## config.mk

```make
export PLATFORM = sky130hd
export DESIGN_NAME = rotary_encoder_with_button_top_flat
export DESIGN_NICKNAME = d
export VERILOG_FILES = /design/src/sv/reb_pkg.sv /design/src/sv/reb_if.sv /design/src/sv/reb_quad.sv /design/src/sv/rotary_encoder_with_button_top.sv /design/src/flat_wrapper.sv
export SDC_FILE = /design/constraint.sdc
export NUM_CORES = 1
export LEC_CHECK = 0
export BUFFER_PORTS_ARGS = -buffer_cell sky130_fd_sc_hd__buf_2
export CORE_UTILIZATION = 30
export DETAILED_ROUTE_END_ITERATION = 16
export PLACE_DENSITY = 0.52
export SYNTH_ARGS = -nofsm -noshare
export SYNTH_HDL_FRONTEND = slang
export SYNTH_SLANG_ARGS = --single-unit
```

## constraint.sdc

```tcl
create_clock -name clock -period 10.7 [get_ports clock]
set_clock_uncertainty 0.05 [all_clocks]
set_input_delay 1.07 -clock clock [delete_from_list [all_inputs] [get_ports clock]]
set_output_delay 1.07 -clock clock [all_outputs]
set_load 0.02 [all_outputs]
```

## src/sv/reb_pkg.sv

```systemverilog
// Shared types, register indexes and the quadrature step table for the rotary encoder block.
`default_nettype none

package reb_pkg;

   // Event modes carried by every request transaction.
   typedef enum logic [1:0] {
      MODE_PIN        = 2'd0,
      MODE_BUTTON     = 2'd1,
      MODE_READ_DIR   = 2'd2,
      MODE_READ_PRESS = 2'd3
   } mode_type;

   // Register indexes of the control port.
   typedef enum logic [0:0] {
      CSR_DETENT_STEPS = 1'b0,
      CSR_DEBOUNCE_MS  = 1'b1
   } csr_index_type;

   localparam int DetentWidth   = 4;
   localparam int DebounceWidth = 16;
   localparam int TimeWidth     = 32;
   localparam int SumWidth      = 5;

   localparam logic [DetentWidth-1:0]   DETENT_RESET   = 4'd4;
   localparam logic [DebounceWidth-1:0] DEBOUNCE_RESET = 16'd250;

   typedef logic signed [1:0] dir_type;

   localparam dir_type DIR_NONE = 2'sb00;
   localparam dir_type DIR_CW   = 2'sb01;
   localparam dir_type DIR_CCW  = 2'sb11;

   // Step for each {previous A, previous B, new A, new B}.
   localparam dir_type QUAD_STEP [16] = '{
      DIR_NONE, DIR_CCW,  DIR_CW,   DIR_NONE,
      DIR_CW,   DIR_NONE, DIR_NONE, DIR_CCW,
      DIR_CCW,  DIR_NONE, DIR_NONE, DIR_CW,
      DIR_NONE, DIR_CW,   DIR_CCW,  DIR_NONE
   };

   // Control from the top level to the quadrature decoder.
   typedef struct packed {
      logic pin_evt;
      logic clr_dir;
   } quad_ctrl_type;

endpackage

`default_nettype wire

```

## src/sv/reb_if.sv

```systemverilog
// Request and response channel interfaces of the rotary encoder block.
`default_nettype none

interface reb_req_if;
   logic              valid;
   logic              ready;
   reb_pkg::mode_type mode;
   logic              a_level;
   logic              b_level;
   logic              sw_level;
   logic [31:0]       now_ms;

   modport source (output valid, mode, a_level, b_level, sw_level, now_ms, input ready);
   modport sink   (input valid, mode, a_level, b_level, sw_level, now_ms, output ready);
endinterface

interface reb_rsp_if;
   logic              valid;
   logic              ready;
   logic signed [1:0] direction;
   logic              pressed;

   modport source (output valid, direction, pressed, input ready);
   modport sink   (input valid, direction, pressed, output ready);
endinterface

`default_nettype wire

```

## src/sv/reb_quad.sv

```systemverilog
// Quadrature x4 decoder with detent accumulation and pending direction latch.
`default_nettype none

module reb_quad (
   input  wire                                    clock,
   input  wire                                    reset,
   input  wire logic [reb_pkg::DetentWidth-1:0]   detent,
   input  wire reb_pkg::quad_ctrl_type            ctrl,
   input  wire logic                              a_level,
   input  wire logic                              b_level,
   output reb_pkg::dir_type                       dir_upd
);
   import reb_pkg::*;

   logic [1:0]                 prev_ab_ff, prev_ab_in;
   logic signed [SumWidth-1:0] step_sum_ff, step_sum_in;
   dir_type                    dir_ff, dir_in;

   dir_type                    step;
   logic signed [SumWidth:0]   sum_ext;
   logic signed [SumWidth:0]   lim;
   logic signed [SumWidth:0]   neg_lim;

   always_comb begin
      step    = QUAD_STEP[{prev_ab_ff, a_level, b_level}];
      sum_ext = {step_sum_ff[SumWidth-1], step_sum_ff} + {{(SumWidth-1){step[1]}}, step};
      lim     = {{(SumWidth+1-DetentWidth){1'b0}}, detent};
      neg_lim = -lim;

      prev_ab_in  = prev_ab_ff;
      step_sum_in = step_sum_ff;
      dir_upd     = dir_ff;
      if (ctrl.pin_evt) begin
         prev_ab_in = {a_level, b_level};
         if (step != DIR_NONE) begin
            if (sum_ext >= lim) begin
               dir_upd     = DIR_CW;
               step_sum_in = '0;
            end else if (sum_ext <= neg_lim) begin
               dir_upd     = DIR_CCW;
               step_sum_in = '0;
            end else begin
               step_sum_in = sum_ext[SumWidth-1:0];
            end
         end
      end
      dir_in = ctrl.clr_dir ? DIR_NONE : dir_upd;
   end

   always_ff @(posedge clock) begin
      if (reset) begin
         prev_ab_ff  <= 2'b11;
         step_sum_ff <= '0;
         dir_ff      <= DIR_NONE;
      end else begin
         prev_ab_ff  <= prev_ab_in;
         step_sum_ff <= step_sum_in;
         dir_ff      <= dir_in;
      end
   end

   a_clear_dir: assert property (@(posedge clock) disable iff (reset)
      ctrl.clr_dir |=> dir_ff == DIR_NONE)
      else $error("pending direction survived a read");

   a_prev_hold: assert property (@(posedge clock) disable iff (reset)
      !ctrl.pin_evt |=> $stable(prev_ab_ff) && $stable(step_sum_ff))
      else $error("decoder state moved without a pin event");

   a_sum_bound: assert property (@(posedge clock) disable iff (reset)
      ctrl.pin_evt && step != DIR_NONE && sum_ext >= lim |=> step_sum_ff == '0)
      else $error("step sum not cleared at a detent");

endmodule

`default_nettype wire

```

## src/sv/rotary_encoder_with_button_top.sv

```systemverilog
// Top level of the rotary encoder and push button event block.
//
// Usage: every request transaction on req_bus carries one event: a pin change
// (new A/B levels), a button falling edge (switch level and millisecond time),
// a read-and-clear of the pending direction, or a read-and-clear of the pending
// press. Every request produces exactly one response transaction on rsp_bus with
// the pending direction (+1, -1 or 0) and press flag as they stand after the
// event's update and before its clear.
// The response is registered at the edge that accepts the request. Throughput is
// one transaction per cycle while rsp_bus is not stalled, set by the single response
// register; the state update is short logic in front of it.
// When the receiver stalls, the response register holds its transaction and
// req_bus.ready drops until it is taken; no request is lost.
// Reset (synchronous, active high) clears all pending flags, sets the previous
// pin pair to both-high, clears the step sum and press time, and loads the
// control registers with 4 detent steps and 250 ms debounce.
// The csr_ port writes detent_steps (index 0) and debounce_ms (index 1);
// write it only while the block is idle.
`default_nettype none

module rotary_encoder_with_button_top (
   input  wire                                      clock,
   input  wire                                      reset,
   reb_req_if.sink                                  req_bus,
   reb_rsp_if.source                                rsp_bus,
   input  wire                                      csr_we,
   input  wire reb_pkg::csr_index_type              csr_index,
   input  wire logic [reb_pkg::DebounceWidth-1:0]   csr_wdata
);
   import reb_pkg::*;

   // Control registers.
   logic [DetentWidth-1:0]   detent_ff, detent_in;
   logic [DebounceWidth-1:0] debounce_ff, debounce_in;

   // Button state.
   logic                     press_ff, press_in, press_upd;
   logic [TimeWidth-1:0]     last_press_ff, last_press_in;
   logic [TimeWidth-1:0]     elapsed;

   // Response register.
   logic                     rsp_valid_ff, rsp_valid_in;
   dir_type                  rsp_dir_ff;
   logic                     rsp_press_ff;

   logic                     req_fire;
   quad_ctrl_type            quad_ctrl;
   dir_type                  dir_upd;

   // A new transaction is taken whenever the response register is empty or
   // being emptied in this cycle.
   assign req_bus.ready = !rsp_valid_ff || rsp_bus.ready;
   assign req_fire      = req_bus.valid && req_bus.ready;

   assign quad_ctrl.pin_evt = req_fire && (req_bus.mode == MODE_PIN);
   assign quad_ctrl.clr_dir = req_fire && (req_bus.mode == MODE_READ_DIR);

   reb_quad u_quad (
      .clock   (clock),
      .reset   (reset),
      .detent  (detent_ff),
      .ctrl    (quad_ctrl),
      .a_level (req_bus.a_level),
      .b_level (req_bus.b_level),
      .dir_upd (dir_upd)
   );

   // Configuration writes.
   always_comb begin
      detent_in   = detent_ff;
      debounce_in = debounce_ff;
      if (csr_we) begin
         unique case (csr_index)
            CSR_DETENT_STEPS: detent_in   = csr_wdata[DetentWidth-1:0];
            CSR_DEBOUNCE_MS:  debounce_in = csr_wdata;
            default:          ;
         endcase
      end
   end

   // Button debounce: the elapsed time wraps modulo 2^32. A passing edge always
   // stores its time, but latches a press only when the switch reads low.
   always_comb begin
      elapsed       = req_bus.now_ms - last_press_ff;
      press_upd     = press_ff;
      last_press_in = last_press_ff;
      if (req_fire && (req_bus.mode == MODE_BUTTON) &&
          (elapsed >= {{(TimeWidth-DebounceWidth){1'b0}}, debounce_ff})) begin
         last_press_in = req_bus.now_ms;
         if (!req_bus.sw_level) begin
            press_upd = 1'b1;
         end
      end
      press_in = (req_fire && (req_bus.mode == MODE_READ_PRESS)) ? 1'b0 : press_upd;
   end

   always_comb begin
      if (req_fire) begin
         rsp_valid_in = 1'b1;
      end else if (rsp_bus.ready) begin
         rsp_valid_in = 1'b0;
      end else begin
         rsp_valid_in = rsp_valid_ff;
      end
   end

   always_ff @(posedge clock) begin
      if (reset) begin
         detent_ff     <= DETENT_RESET;
         debounce_ff   <= DEBOUNCE_RESET;
         press_ff      <= 1'b0;
         last_press_ff <= '0;
         rsp_valid_ff  <= 1'b0;
      end else begin
         detent_ff     <= detent_in;
         debounce_ff   <= debounce_in;
         press_ff      <= press_in;
         last_press_ff <= last_press_in;
         rsp_valid_ff  <= rsp_valid_in;
      end
   end

   // The response payload needs no reset; it is qualified by rsp_valid_ff.
   always_ff @(posedge clock) begin
      if (req_fire) begin
         rsp_dir_ff   <= dir_upd;
         rsp_press_ff <= press_upd;
      end
   end

   assign rsp_bus.valid     = rsp_valid_ff;
   assign rsp_bus.direction = rsp_dir_ff;
   assign rsp_bus.pressed   = rsp_press_ff;

   a_stall_blocks: assert property (@(posedge clock) disable iff (reset)
      rsp_valid_ff && !rsp_bus.ready |-> !req_bus.ready)
      else $error("request taken while the response register is full");

   a_press_clear: assert property (@(posedge clock) disable iff (reset)
      req_fire && req_bus.mode == MODE_READ_PRESS |=> !press_ff && rsp_valid_ff)
      else $error("press flag not cleared by a read");

   a_time_hold: assert property (@(posedge clock) disable iff (reset)
      !(req_fire && req_bus.mode == MODE_BUTTON) |=> $stable(last_press_ff))
      else $error("press time changed without a button transaction");

   a_fire_valid: assert property (@(posedge clock) disable iff (reset)
      req_fire |=> rsp_valid_ff)
      else $error("accepted transaction produced no response");

endmodule

`default_nettype wire
```

## src/flat_wrapper.sv

```systemverilog
// flat-port wrapper written by rule: the top's interface ports become plain ports
module rotary_encoder_with_button_top_flat import reb_pkg::*;
  (clock, reset, csr_we, csr_index, csr_wdata, req_bus_valid, req_bus_mode, req_bus_a_level, req_bus_b_level, req_bus_sw_level, req_bus_now_ms, req_bus_ready, rsp_bus_valid, rsp_bus_direction, rsp_bus_pressed, rsp_bus_ready);
  reb_req_if req_bus_i ();
  reb_rsp_if rsp_bus_i ();
  input  wire clock;
  input  wire reset;
  input  wire csr_we;
  input  wire reb_pkg::csr_index_type csr_index;
  input  wire logic [reb_pkg::DebounceWidth-1:0] csr_wdata;
  input wire logic [$bits(req_bus_i.valid)-1:0] req_bus_valid;
  input wire logic [$bits(req_bus_i.mode)-1:0] req_bus_mode;
  input wire logic [$bits(req_bus_i.a_level)-1:0] req_bus_a_level;
  input wire logic [$bits(req_bus_i.b_level)-1:0] req_bus_b_level;
  input wire logic [$bits(req_bus_i.sw_level)-1:0] req_bus_sw_level;
  input wire logic [$bits(req_bus_i.now_ms)-1:0] req_bus_now_ms;
  output wire logic [$bits(req_bus_i.ready)-1:0] req_bus_ready;
  output wire logic [$bits(rsp_bus_i.valid)-1:0] rsp_bus_valid;
  output wire logic [$bits(rsp_bus_i.direction)-1:0] rsp_bus_direction;
  output wire logic [$bits(rsp_bus_i.pressed)-1:0] rsp_bus_pressed;
  input wire logic [$bits(rsp_bus_i.ready)-1:0] rsp_bus_ready;
  assign req_bus_i.valid = req_bus_valid;
  assign req_bus_i.mode = req_bus_mode;
  assign req_bus_i.a_level = req_bus_a_level;
  assign req_bus_i.b_level = req_bus_b_level;
  assign req_bus_i.sw_level = req_bus_sw_level;
  assign req_bus_i.now_ms = req_bus_now_ms;
  assign req_bus_ready = req_bus_i.ready;
  assign rsp_bus_valid = rsp_bus_i.valid;
  assign rsp_bus_direction = rsp_bus_i.direction;
  assign rsp_bus_pressed = rsp_bus_i.pressed;
  assign rsp_bus_i.ready = rsp_bus_ready;
  rotary_encoder_with_button_top u_core (.clock(clock), .reset(reset), .req_bus(req_bus_i), .rsp_bus(rsp_bus_i), .csr_we(csr_we), .csr_index(csr_index), .csr_wdata(csr_wdata));
endmodule
```

==> flow_results.xml <==
<?xml version="1.0" encoding="UTF-8"?>
<metrics>
  <group name="critical_path">
    <metric name="crit-reg2reg-capture" unit="">u_core.last_press_ff[28]$_SDFFE_PP0P_</metric>
    <metric name="worstPathRequired" unit="ps">10840</metric>
    <metric name="setup.worst_path.end_class" unit="">flop</metric>
    <metric name="worst_setup_path_start_kind" unit="">primary input</metric>
    <metric name="timing.critical_path.fanout_max" unit="">42</metric>
    <metric name="critical_path_arrival" unit="ps">6010</metric>
    <metric name="timing.reg2reg.setup_slack" unit="ps">5410</metric>
    <metric name="beginning_of_the_worst_register_to_register_path" unit="">u_core.last_press_ff[0]$_SDFFE_PP0P_</metric>
    <metric name="cells_on_worst_reg2reg_path" unit="">19</metric>
    <metric name="setup.worst_path.class" unit="">primary input to flop</metric>
  </group>
  <group name="clock_network">
    <metric name="clock_tree_buffer_depth" unit="">2</metric>
    <metric name="clkLatencyLatePin" unit="ps">340</metric>
    <metric name="post_cts_resize_count" unit="">0</metric>
    <metric name="clkSinkCount" unit="">66</metric>
    <metric name="cts_htree_levels" unit="">3</metric>
    <metric name="ctsRootBufferMaster" unit="">sky130_fd_sc_hd__clkbuf_16</metric>
    <metric name="tritoncts" unit="">built</metric>
    <metric name="clkSlewWorstSetupHoldPaths" unit="ps">60</metric>
    <metric name="post_cts_hold_buffer_count" unit="">0</metric>
    <metric name="cts_setup_buffers" unit="">0</metric>
    <metric name="cts_made_buffers" unit="">9</metric>
  </group>
  <group name="floorplanning">
    <metric name="die_w" unit="µm">140</metric>
    <metric name="area_enclosed_by_the_die_boundary" unit="µm²">19600</metric>
    <metric name="die_h" unit="µm">140</metric>
    <metric name="start_util" unit="%">30.5</metric>
    <metric name="io-pin-count" unit="">64</metric>
    <metric name="std_cell_rows" unit="">50</metric>
    <metric name="design.core.area" unit="µm²">18700</metric>
  </group>
  <group name="run_status">
    <metric name="outcome" unit="">finished, final reports clean</metric>
  </group>
  <group name="timing">
    <metric name="timing.slew.headroom" unit="%">32.8</metric>
    <metric name="final_hold_viol_count" unit="">0</metric>
    <metric name="finalMaxSlewViolations" unit="">0</metric>
    <metric name="tightestPinTransition" unit="ps">1010</metric>
    <metric name="totalNegativeSetupSlack" unit="ps">0</metric>
    <metric name="maxClockFrequency" unit="MHz">170</metric>
    <metric name="final.period_utilization" unit="%">54.8</metric>
    <metric name="setup_viol" unit="">0</metric>
    <metric name="grt_setup_unrepaired" unit="">false</metric>
    <metric name="timing.final.crit_period" unit="ps">5870</metric>
  </group>
  <group name="cells_and_area">
    <metric name="diodes" unit="">0</metric>
    <metric name="layout_fillers" unit="">1973</metric>
    <metric name="share_of_the_core_filled_with_cells_in_the_final_layout" unit="%">34.4</metric>
    <metric name="design.final.nets" unit="">878</metric>
    <metric name="final_common_cell" unit="">sky130_fd_sc_hd__inv_1</metric>
    <metric name="drive_gt1_share" unit="%">16.9</metric>
    <metric name="area_delta_synth_final" unit="%">12.5</metric>
    <metric name="final_cell_mix" unit="">sky130_fd_sc_hd__inv_1 (76), sky130_fd_sc_hd__ha_1 (65), sky130_fd_sc_hd__buf_2 (63), sky130_fd_sc_hd__dfxtp_1 (63), sky130_fd_sc_hd__a21oi_1 (60)</metric>
  </group>
  <group name="hold_path">
    <metric name="hold_path_startpoint" unit="">u_core.debounce_ff[9]$_SDFFE_PP0P_</metric>
    <metric name="worstHoldPathCells" unit="">2</metric>
    <metric name="worst_hold_path.endpoint" unit="">u_core.debounce_ff[9]$_SDFFE_PP0P_</metric>
    <metric name="min_path_type" unit="">flop to flop</metric>
  </group>
  <group name="power_and_ir_drop">
    <metric name="combPwrFrac" unit="%">27.7</metric>
    <metric name="leakage" unit="nW">2.56</metric>
    <metric name="power.switching" unit="µW">249</metric>
    <metric name="seq_power_share" unit="%">33.7</metric>
    <metric name="power_frac_clock" unit="%">38.6</metric>
    <metric name="power.ir.vdd_worst" unit="µV">65.0</metric>
    <metric name="intPower" unit="µW">532</metric>
    <metric name="netSwitchingFraction" unit="%">31.9</metric>
    <metric name="cellPowerDensity" unit="nW/µm²">122</metric>
  </group>
  <group name="synth">
    <metric name="synthDistinctLibCells" unit="">68</metric>
    <metric name="yosysSeqAreaShare" unit="%">23.7</metric>
    <metric name="ys.warnings.count" unit="">0</metric>
    <metric name="synthArstFlopShare" unit="%">0</metric>
    <metric name="synthesized_area_per_cell" unit="µm²">7.98</metric>
    <metric name="syn-instance-count" unit="">716</metric>
    <metric name="synth.cell_area" unit="µm²">5710</metric>
    <metric name="net_count_synth" unit="">842</metric>
    <metric name="synth_top_flop_cell" unit="">sky130_fd_sc_hd__dfxtp_1</metric>
    <metric name="ys_seq_elements" unit="">66</metric>
    <metric name="number_of_enable_flip_flop_cells_after_synthesis" unit="">3</metric>
  </group>
  <group name="route">
    <metric name="drc_errors" unit="">0</metric>
    <metric name="dr.first_iter.drc_count" unit="">357</metric>
    <metric name="drt-wirelength-per-cell" unit="µm">14.7</metric>
    <metric name="drt_pass_1_iters" unit="">5</metric>
    <metric name="postRouteWirelength" unit="mm">14.6</metric>
    <metric name="detailroute.via_count" unit="">5090</metric>
    <metric name="final_antenna_net_count" unit="">0</metric>
    <metric name="routed_via_density" unit="">5.14</metric>
  </group>
  <group name="placement">
    <metric name="place.port_buffers" unit="">63</metric>
    <metric name="gp_routability_congestion" unit="">0.841</metric>
    <metric name="hpwlAfterDp" unit="mm">11.1</metric>
  </group>
  <group name="global_route">
    <metric name="global_route.overflow_total" unit="">0</metric>
    <metric name="grt_antenna_before_repair" unit="">0</metric>
    <metric name="grt_pass1_wl" unit="mm">24.4</metric>
    <metric name="grt_start_max_net_pins" unit="">69</metric>
    <metric name="grt_pass1_vias" unit="">4873</metric>
    <metric name="global_route.usage.total" unit="%">15.5</metric>
  </group>
  <group name="flow_run">
    <metric name="max-cap-violations" unit="">0</metric>
  </group>
</metrics>
==> synthesized netlist by cell type (all sizes together), types with 10 or more instances <==
cell type | count | area share (%)
a21oi | 82 | 8.6
inv | 76 | 5.0
ha | 65 | 14
dfxtp | 63 | 22
o21ai | 61 | 5.3
nand2 | 58 | 3.8
nor2 | 34 | 2.2
or3b | 31 | 4.8
clkbuf | 25 | 1.6
xnor2 | 20 | 3.1
buf | 16 | 2.1
a21o | 13 | 1.7
nor3 | 12 | 1.1
nand3 | 10 | 0.88
o21a | 10 | 1.3
==> worst max path at each step <==
| stage | startpoint | end | slack (ps) | cells after the start |
|---|---|---|---|---|
| floorplan | req_bus_now_ms[0] | u_core.rsp_bus.pressed$_DFFE_PP_ | 5710 | 20 |
| global placement | req_bus_now_ms[0] | u_core.last_press_ff[12]$_SDFFE_PP0P_ | 4540 | 21 |
| detailed placement | req_bus_now_ms[0] | u_core.last_press_ff[12]$_SDFFE_PP0P_ | 4520 | 21 |
| CTS | req_bus_now_ms[0] | u_core.last_press_ff[12]$_SDFFE_PP0P_ | 4880 | 21 |
| global route | req_bus_now_ms[0] | u_core.last_press_ff[20]$_SDFFE_PP0P_ | 4530 | 21 |
| finish | req_bus_now_ms[0] | u_core.last_press_ff[28]$_SDFFE_PP0P_ | 4830 | 21 |
==> worst max-delay path: stages <==
cell and delay (ps):
sky130_fd_sc_hd__buf_2 90, sky130_fd_sc_hd__inv_1 50, sky130_fd_sc_hd__ha_1 220, sky130_fd_sc_hd__fa_1 390
sky130_fd_sc_hd__and2b_1 230, sky130_fd_sc_hd__o2111ai_1 210, sky130_fd_sc_hd__a21oi_2 290, sky130_fd_sc_hd__o21ai_0 180
sky130_fd_sc_hd__nor2b_1 200, sky130_fd_sc_hd__xnor2_1 140, sky130_fd_sc_hd__ha_1 290, sky130_fd_sc_hd__nor2b_1 130
sky130_fd_sc_hd__o21ai_0 380, sky130_fd_sc_hd__o2111ai_1 210, sky130_fd_sc_hd__a2111oi_0 530, sky130_fd_sc_hd__and4_1 270
sky130_fd_sc_hd__nand4_1 130, sky130_fd_sc_hd__o41ai_4 330, sky130_fd_sc_hd__buf_4 400, sky130_fd_sc_hd__or3b_2 200
sky130_fd_sc_hd__a21oi_2 50
==> cells by family after synthesis <==
kind of cell | count (synthesis) | share of synthesized area [%]
compound gates | 229 | 27.3
xor+xnor | 28 | 4.53
fa+ha+maj | 68 | 15.1
buf+inv | 117 | 8.70
flops | 66 | 23.7
mux | 4 | 0.942
simple gates | 204 | 19.8
==> flip-flops by register name, indices dropped and copies added, names as in the netlist <==
register                   count
u_core.debounce_ff            16
u_core.detent_ff               4
u_core.last_press_ff          32
u_core.press_ff                1
u_core.rsp_bus.direction       2
u_core.rsp_bus.pressed         1
u_core.rsp_bus.valid           1
u_core.u_quad.dir_ff           2
u_core.u_quad.prev_ab_ff       2
u_core.u_quad.step_sum_ff      5
==> power by group through the flow <==
stage / Combinational (mW) / Sequential (mW) / Clock (mW)
after floorplan: 0.160 / 0.269 / 0
after global placement: 0.217 / 0.269 / 0
after detailed placement: 0.216 / 0.269 / 0
after CTS: 0.217 / 0.263 / 0.315
after global routing: 0.244 / 0.265 / 0.326
final: 0.216 / 0.263 / 0.302
==> routing by layer <==
metal / up-vias / share of wire (%) / track usage (%)
li1: 2632 / - / -
met1: 2325 / 50 / 21.3
met2: 117 / 43 / 24.0
met3: 16 / 4.3 / 2.46
met4: 0 / 2.0 / 6.48
met5: - / 0 / 0
==> layout make-up <==
cell class | instances | area [µm²] | share of cell area [%]
Inverter | 76 | 285 | 4.44
Sequential cell | 66 | 1350 | 21.0
Clock buffer | 11 | 243 | 3.78
Timing Repair Buffer | 66 | 338 | 5.26
Tap cell | 234 | 293 | 4.56
Multi-Input combinational cell | 533 | 3860 | 60.1
Clock inverter | 4 | 52.6 | 0.818
==> stage by stage <==
| step | hold slack (ps) | power, mW | std cells | area, µm² | setup WS (ps) |
|---|---|---|---|---|---|
| after detailed placement | 399 | 0.484 | 975 | 6130 | 4520 |
| final | 405 | 0.781 | 990 | 6430 | 4830 |
| after CTS | 407 | 0.795 | 990 | 6430 | 4880 |
| after floorplan | 386 | 0.429 | 716 | 5710 | 5710 |
| after global routing | 426 | 0.834 | 990 | 6430 | 4530 |
| after global placement | 396 | 0.485 | 975 | 6130 | 4540 |
Power figures use the tool's default switching activity.
